===== src/rtl/deque_with_reverse_assert.svh =====
// Assertion helpers for the deque blocks.
`ifndef DEQUE_WITH_REVERSE_ASSERT_SVH
`define DEQUE_WITH_REVERSE_ASSERT_SVH

`ifndef SYNTHESIS
// Same-cycle implication, held off during reset.
`define DQR_ASSERT_IMPLY(label, clk, rst_n, ante, cons) \
    label: assert property (@(posedge clk) disable iff (!(rst_n)) (ante) |-> (cons)) \
        else $error("deque assertion failed");
// Next-cycle implication, held off during reset.
`define DQR_ASSERT_NEXT(label, clk, rst_n, ante, cons) \
    label: assert property (@(posedge clk) disable iff (!(rst_n)) (ante) |=> (cons)) \
        else $error("deque assertion failed");
`else
`define DQR_ASSERT_IMPLY(label, clk, rst_n, ante, cons)
`define DQR_ASSERT_NEXT(label, clk, rst_n, ante, cons)
`endif

`endif


===== src/rtl/dqr_pkg.sv =====
`default_nettype none

package dqr_pkg;

    localparam int DEPTH    = 1024;
    localparam int ADDR_W   = $clog2(DEPTH);
    localparam int CNT_W    = $clog2(DEPTH + 1);
    localparam int DATA_W   = 32;
    localparam int MODE_W   = 3;
    localparam int STATUS_W = 2;

    typedef enum logic [MODE_W-1:0] {
        MODE_PUSH_BACK  = 3'd0,
        MODE_PUSH_FRONT = 3'd1,
        MODE_POP_BACK   = 3'd2,
        MODE_POP_FRONT  = 3'd3,
        MODE_TOGGLE     = 3'd4
    } t_mode;

    typedef enum logic [STATUS_W-1:0] {
        ST_OK    = 2'd0,
        ST_EMPTY = 2'd1,
        ST_FULL  = 2'd2
    } t_status;

    // At most one memory access per transaction: write for a push, read for a pop.
    typedef struct packed {
        logic              we;
        logic              re;
        logic [ADDR_W-1:0] addr;
        logic [DATA_W-1:0] wdata;
    } t_ram_req;

    // imm: result known at once (status only); rd: pop result follows from memory.
    typedef struct packed {
        logic    imm;
        logic    rd;
        t_status status;
    } t_ctl_res;

endpackage

`default_nettype wire


===== src/rtl/dqr_ctrl.sv =====
`default_nettype none

module dqr_ctrl import dqr_pkg::*; (
    input  wire logic                     i_clk,
    input  wire logic                     i_rst_n,
    input  wire logic                     i_acc,
    input  wire logic [MODE_W-1:0]        i_mode,
    input  wire logic signed [DATA_W-1:0] i_value,
    output t_ram_req                      o_ram,
    output t_ctl_res                      o_res
);

    localparam int SUM_W = CNT_W + 1;

    logic [ADDR_W-1:0] r_head, n_head;
    logic [CNT_W-1:0]  r_count, n_count;
    logic              r_rev, n_rev;

    t_mode             w_mode;
    logic              w_full, w_empty, w_front;
    logic [ADDR_W-1:0] w_head_dec, w_head_inc, w_end_wrap, w_last_wrap;
    logic [SUM_W-1:0]  w_end, w_last;

    assign w_mode  = t_mode'(i_mode);
    assign w_full  = (r_count == CNT_W'(DEPTH));
    assign w_empty = (r_count == '0);

    // Ring arithmetic; sums stay below twice the depth, so one subtract wraps.
    assign w_head_dec = (r_head == '0) ? ADDR_W'(DEPTH - 1) : r_head - 1'b1;
    assign w_head_inc = (r_head == ADDR_W'(DEPTH - 1)) ? '0 : r_head + 1'b1;
    assign w_end      = SUM_W'(r_head) + SUM_W'(r_count);
    assign w_last     = w_end - 1'b1;
    assign w_end_wrap = (w_end >= SUM_W'(DEPTH)) ? ADDR_W'(w_end - SUM_W'(DEPTH))
                                                 : ADDR_W'(w_end);
    assign w_last_wrap = (w_last >= SUM_W'(DEPTH)) ? ADDR_W'(w_last - SUM_W'(DEPTH))
                                                   : ADDR_W'(w_last);

    always_comb begin
        n_head       = r_head;
        n_count      = r_count;
        n_rev        = r_rev;
        w_front      = 1'b0;
        o_ram.we     = 1'b0;
        o_ram.re     = 1'b0;
        o_ram.addr   = r_head;
        o_ram.wdata  = i_value;
        o_res.imm    = 1'b0;
        o_res.rd     = 1'b0;
        o_res.status = ST_OK;
        if (i_acc) begin
            case (w_mode)
                MODE_PUSH_BACK, MODE_PUSH_FRONT: begin
                    // reverse swaps the physical end
                    w_front = (w_mode == MODE_PUSH_FRONT) ^ r_rev;
                    if (w_full) begin
                        o_res.imm    = 1'b1;
                        o_res.status = ST_FULL;
                    end else begin
                        o_ram.we   = 1'b1;
                        o_ram.addr = w_front ? w_head_dec : w_end_wrap;
                        n_head     = w_front ? w_head_dec : r_head;
                        n_count    = r_count + 1'b1;
                    end
                end
                MODE_POP_BACK, MODE_POP_FRONT: begin
                    w_front = (w_mode == MODE_POP_FRONT) ^ r_rev;
                    if (w_empty) begin
                        o_res.imm    = 1'b1;
                        o_res.status = ST_EMPTY;
                    end else begin
                        o_ram.re   = 1'b1;
                        o_res.rd   = 1'b1;
                        o_ram.addr = w_front ? r_head : w_last_wrap;
                        n_head     = w_front ? w_head_inc : r_head;
                        n_count    = r_count - 1'b1;
                    end
                end
                MODE_TOGGLE: begin
                    n_rev = ~r_rev;
                end
                default: begin
                    // unused codes: no effect
                end
            endcase
        end
    end

    always_ff @(posedge i_clk) begin
        if (!i_rst_n) begin
            r_head  <= '0;
            r_count <= '0;
            r_rev   <= 1'b0;
        end else begin
            r_head  <= n_head;
            r_count <= n_count;
            r_rev   <= n_rev;
        end
    end

endmodule

`default_nettype wire


===== config.mk =====
export PLATFORM = sky130hd
export DESIGN_NAME = dqr_ctrl
export DESIGN_NICKNAME = d
export VERILOG_FILES = /design/src/rtl/deque_with_reverse_assert.svh /design/src/rtl/dqr_pkg.sv /design/src/rtl/dqr_ctrl.sv
export SDC_FILE = /design/constraint.sdc
export NUM_CORES = 1
export LEC_CHECK = 0
export CELL_PAD_IN_SITES_DETAIL_PLACEMENT = 0
export CELL_PAD_IN_SITES_GLOBAL_PLACEMENT = 2
export CORE_MARGIN = 2
export CORE_UTILIZATION = 35
export CTS_CLUSTER_SIZE = 28
export DETAILED_ROUTE_END_ITERATION = 7
export DONT_BUFFER_PORTS = 1
export HOLD_SLACK_MARGIN = 0.15
export PLACE_DENSITY = 0.8
export SYNTH_ARGS = -nofsm -noshare
export SYNTH_HDL_FRONTEND = slang
export SYNTH_SLANG_ARGS = --single-unit

===== constraint.sdc =====
create_clock -name i_clk -period 3.6 [get_ports i_clk]
set_input_delay 0.18 -clock i_clk [delete_from_list [all_inputs] [get_ports i_clk]]
set_output_delay 0.18 -clock i_clk [all_outputs]
set_load 0.02 [all_outputs]

Word-level counts from Yosys, hierarchy flattened --
Index checks and enable logic that the tools add are counted.
Storage, ports and cells: RAM bits 0, memories kept 0, logic and storage cells 65, register bits after elaboration 22, ROM bits 0, bits of input ports 38, latch bits 0
Cells by class: add/subtract/negate cells 8, mux-type cells 30, reductions and logical operators 9, multipliers 0, shift-type cells 0, $lt $le $gt $ge 2, divide/modulo/power cells 0, eq/ne operators 10, bitwise gates (word level) 3
Operators with widths (number):
- $mux 10 | 11
- $pmux 10 s2 | 2
- $mux 11 | 3
- $sub 10x1->10 const B | 3
- $ge 12x11->1 const B | 2
- $pmux 11 s2 | 1
- $add 10x11->12 | 1
- $mux 12 | 1
- $sub 12x1->12 const B | 1
- $add 11x1->11 const B | 1
- $eq 11x11->1 const B | 1
- $logic_not 11->1 | 1
- $sub 11x1->11 const B | 1
- $add 10x1->10 const B | 1
- $eq 10x10->1 const B | 1
- $logic_not 10->1 | 1
- $mux 1 | 8
- $ne 2x2->1 const B | 4
- $eq 3x2->1 const B | 2
- $reduce_and 6->1 | 1
- $mux 4 | 1
- $pmux 2 s2 | 1
- $reduce_and 4->1 | 1
- $reduce_or 2->1 | 2
- 9 further kinds | 10

Depth between registers and ports, before layout --
depth in word-level cells 8, depth in mapped cells 13, mapped depth without buffers 10

Least setup slack after synthesis --
Ideal clock, no wire load.
path kind input to register, start input port i_mode[2], end register r_count[10], arrival time 2.731 ns, setup time 0.129 ns, buffers on the path 3, stages on the path 13, slack 0.740 ns, cells stage by stage nand2b_1 > clkbuf_1 > inv_1 > buf_2 > buf_1 > ha_1 > a21o_1 > a21oi_1 > o21bai_1 > or3_1 > a41o_1 > o21ai_0 > nand4b_1
Between the ends: cells in the longest elaborated chain, start to end 4, elaborated cells between the ends (all ways) 11
Ends and longest elaborated chain:
- from (decl) | line dqr_ctrl.sv:7 | input wire logic [MODE_W-1:0] i_mode,
- $eq 3x2->1 (tied with other cells) | line dqr_ctrl.sv:51 | case (w_mode)
- $reduce_or 2->1 | line dqr_ctrl.sv:51
- $ne 2x2->1 (no source line) or $reduce_bool 2->1 (tied branches)
- $reduce_and 4->1 (no source line)
- to (signal assigned) | line dqr_ctrl.sv:95 | r_count <= n_count;
- to (decl) | line dqr_ctrl.sv:16 | logic [CNT_W-1:0] r_count, n_count;
Several ways; a longest one is shown, not always the timed one. A chain may end at the register's enable or synchronous reset.

==> results.ini <==
[routing]
drt_iter0_drc=154
vias_per_cell=5.826
ant_nets=0
drt_wl_total_um=8466
routedWlPerCell_um=17.75
vias=2779
drt-pass1-iter-count=5
drcViolationCount=0

[outcome]
outcome=complete, no violations

[logic_synthesis]
ys_seq_area_frac=0.1485
async_flop_share=0
synth.distinct_cells=62
ys_ff_latch=22
synth_largest_area_cell=dfxtp_1
syn_area_per_cell_um2=7.250
syn_area_um2=2965
syn-instance-count=409
synth_edf_count=0
synth_ff_type=dfxtp_1
synth_fp_nets=470
synth.top_cell.area_share=0.1485
synth.area.top_cells=dfxtp_1, ha_1, buf_4
yosys_warnings=0

[die]
die_w_um=96.05
io_pins=86
coreArea_um2=8217
start_util=0.3609
die_h_um=96.05
std_cell_rows=33
dieArea_um2=9225

[cts]
clock-sinks=22
clockBufferDepth=2
root_buffer=clkbuf_8
clk_pin_slew_ns=0.09
cts_tree=yes
htree_levels=1
clock_latency_ns=0.26
numCtsBuffers=3

[timing]
maxSlewHeadroom=0.5232
fmax_mhz=301.5
fin_tns_setup_ns=0
fin_crit_sh=0.9214
finalClockSkew_ns=0.004366
report.final.hold_viol_count=0
worst_pin_slew_ns=0.7126
rsz0062_at_grt=false
min_period_ns=3.317
holdWs_ns=0.1618
setup_viol=0
maxSlewViolCount=0

[worst_setup_path]
path_max_fanout=5
end_kind=primary output
crit_arrival_ns=3.14
cp-start-kind=flop
path_class=flop to primary output
required_ns=3.42

[placed_design]
dpl-instance-area_um2=2851
post-dp-hpwl_um=6503
routabilityCongestion=0.8409
place.port_buffers=0

[pwr]
netSwitchingFraction=0.4239
power.density_nw_per_um2=373.5
power.internal_w=0.0006314
power.leakage_nw=1.259
power_frac_comb=0.512
pwr-share-clk=0.216
pwr-share-seq=0.272
peakVddDrop_mv=0.1537
power.switching_w=0.0004646

[cells_and_area]
regArea_um2=441.7
final_common_cell=nor2_1
num-nets-final=434
synthToLayoutAreaGrowth_pct=-1.055
multi_input_area_um2=2122
drive_above_1_share=0.09409
n_fill_cell=870
final_cell_mix=nor2_1, a21oi_1, nand2_1
fin_area_um2=2934
n_antenna_cell=0

[global_route]
grt-ovfl-total=0
grt_first_pass_wirelength_um=13180
track_usage=0.1828
grt_max_degree=23
grt_pass1_vias=2567
antenna_found_initial=0

[worst_hold_path]
min_path_type=input port to flop

[run]
cap_violations=0

-- what timing repair did --
item,CTS,global route
buffers inserted,0,0
endpoints found under the hold margin,7,0
setup endpoints to repair,0,2
gates resized for setup,0,1
hold buffers,1,0
-- final timing paths --
| kind | slack, ns | startpoint | cells past startpoint | endpoint |
|---|---|---|---|---|
| hold / removal | 0.16 | i_mode[0] | 3 | r_rev$_SDFFE_PN0P_ |
| setup / recovery | 0.28 | r_count[0]$_SDFFE_PN0P_ | 10 | o_ram[40] |
| hold reg to reg | 0.56 | r_count[2]$_SDFFE_PN0P_ | 2 | r_count[2]$_SDFFE_PN0P_ |
| setup reg to reg | 0.86 | r_head[1]$_SDFFE_PN0P_ | 9 | r_head[3]$_SDFFE_PN0P_ |
-- critical path, stage by stage (launching register included) --
cell and delay (ns):
dfxtp_1 0.47, ha_1 0.25, inv_1 0.06, fa_1 0.39, nand2b_1 0.17, a21oi_1 0.16, xnor2_1 0.16, nor4_1 0.48
nand3_1 0.15, xor2_1 0.16, o221ai_1 0.43
-- power groups by stage --
stage	logic (W)	registers, W	clock network [W]
global placement	0.000555	0.000303	0
finish	0.000562	0.000298	0.000236
detailed placement	0.000552	0.000303	0
floorplan	0.000497	0.000283	0
global route	0.000624	0.000301	0.000251
CTS	0.000559	0.000297	0.000239
-- cell type report --
class / count / area share
clock inverters: 1 / 0.01023
flip-flops and latches: 22 / 0.1505
well taps: 105 / 0.04478
clock buffers: 3 / 0.01407
repair buffers: 14 / 0.03667
inverters: 16 / 0.02047
multi-input cells: 316 / 0.7232
-- cells by family (layout without fill, tap and decap cells) --
| kind of cell | after synthesis | in the layout | synth area share |
|---|---|---|---|
| and+or+nand+nor | 137 | 137 | 0.2316 |
| AOI/OAI and AO/OA | 117 | 117 | 0.2646 |
| buffers and inverters | 71 | 34 | 0.1359 |
| xor gates and xnor gates | 34 | 34 | 0.1004 |
| adders and majority gates | 23 | 23 | 0.1021 |
| DFF | 22 | 22 | 0.1485 |
| muxes | 5 | 5 | 0.01688 |
-- synth_stat cells, drive strengths merged, types with 6 or more instances --
master and n:
nor2 48, buf 39, a21oi 32, nand2 23
o21ai 23, dfxtp 22, xnor2 22, ha 21
clkbuf 16, inv 16, nand3 12, xor2 12
nor3 11, and3 8, or2 8, a211oi 7
a21o 6, or3 6
-- metal layers --
layer  wire length [um]  GRT usage  vias up
met5                  0          0        -
met4                136    0.05714        0
met3                455    0.02428       16
met2               3866     0.2894       71
met1               4008     0.2563     1323
li1                   -          -     1369
-- per-stage QoR --
step / total power (W) / setup slack, ns / cells / util
final: 0.001096 / 0.2830 / 477 / 0.3571
after global routing: 0.001175 / 0.06471 / 477 / 0.3571
after CTS: 0.001095 / 0.2251 / 477 / 0.3569
after detailed placement: 0.0008556 / 0.5216 / 472 / 0.3470
after global placement: 0.0008575 / 0.5805 / 472 / 0.3470
after floorplan: 0.0007801 / 0.7399 / 409 / -
-- sequential cells by signal, indices dropped and copies added (netlist names) --
signal	count
r_rev	1
r_count	11
r_head	10
Note: power is estimated with default switching activity, not from simulation.
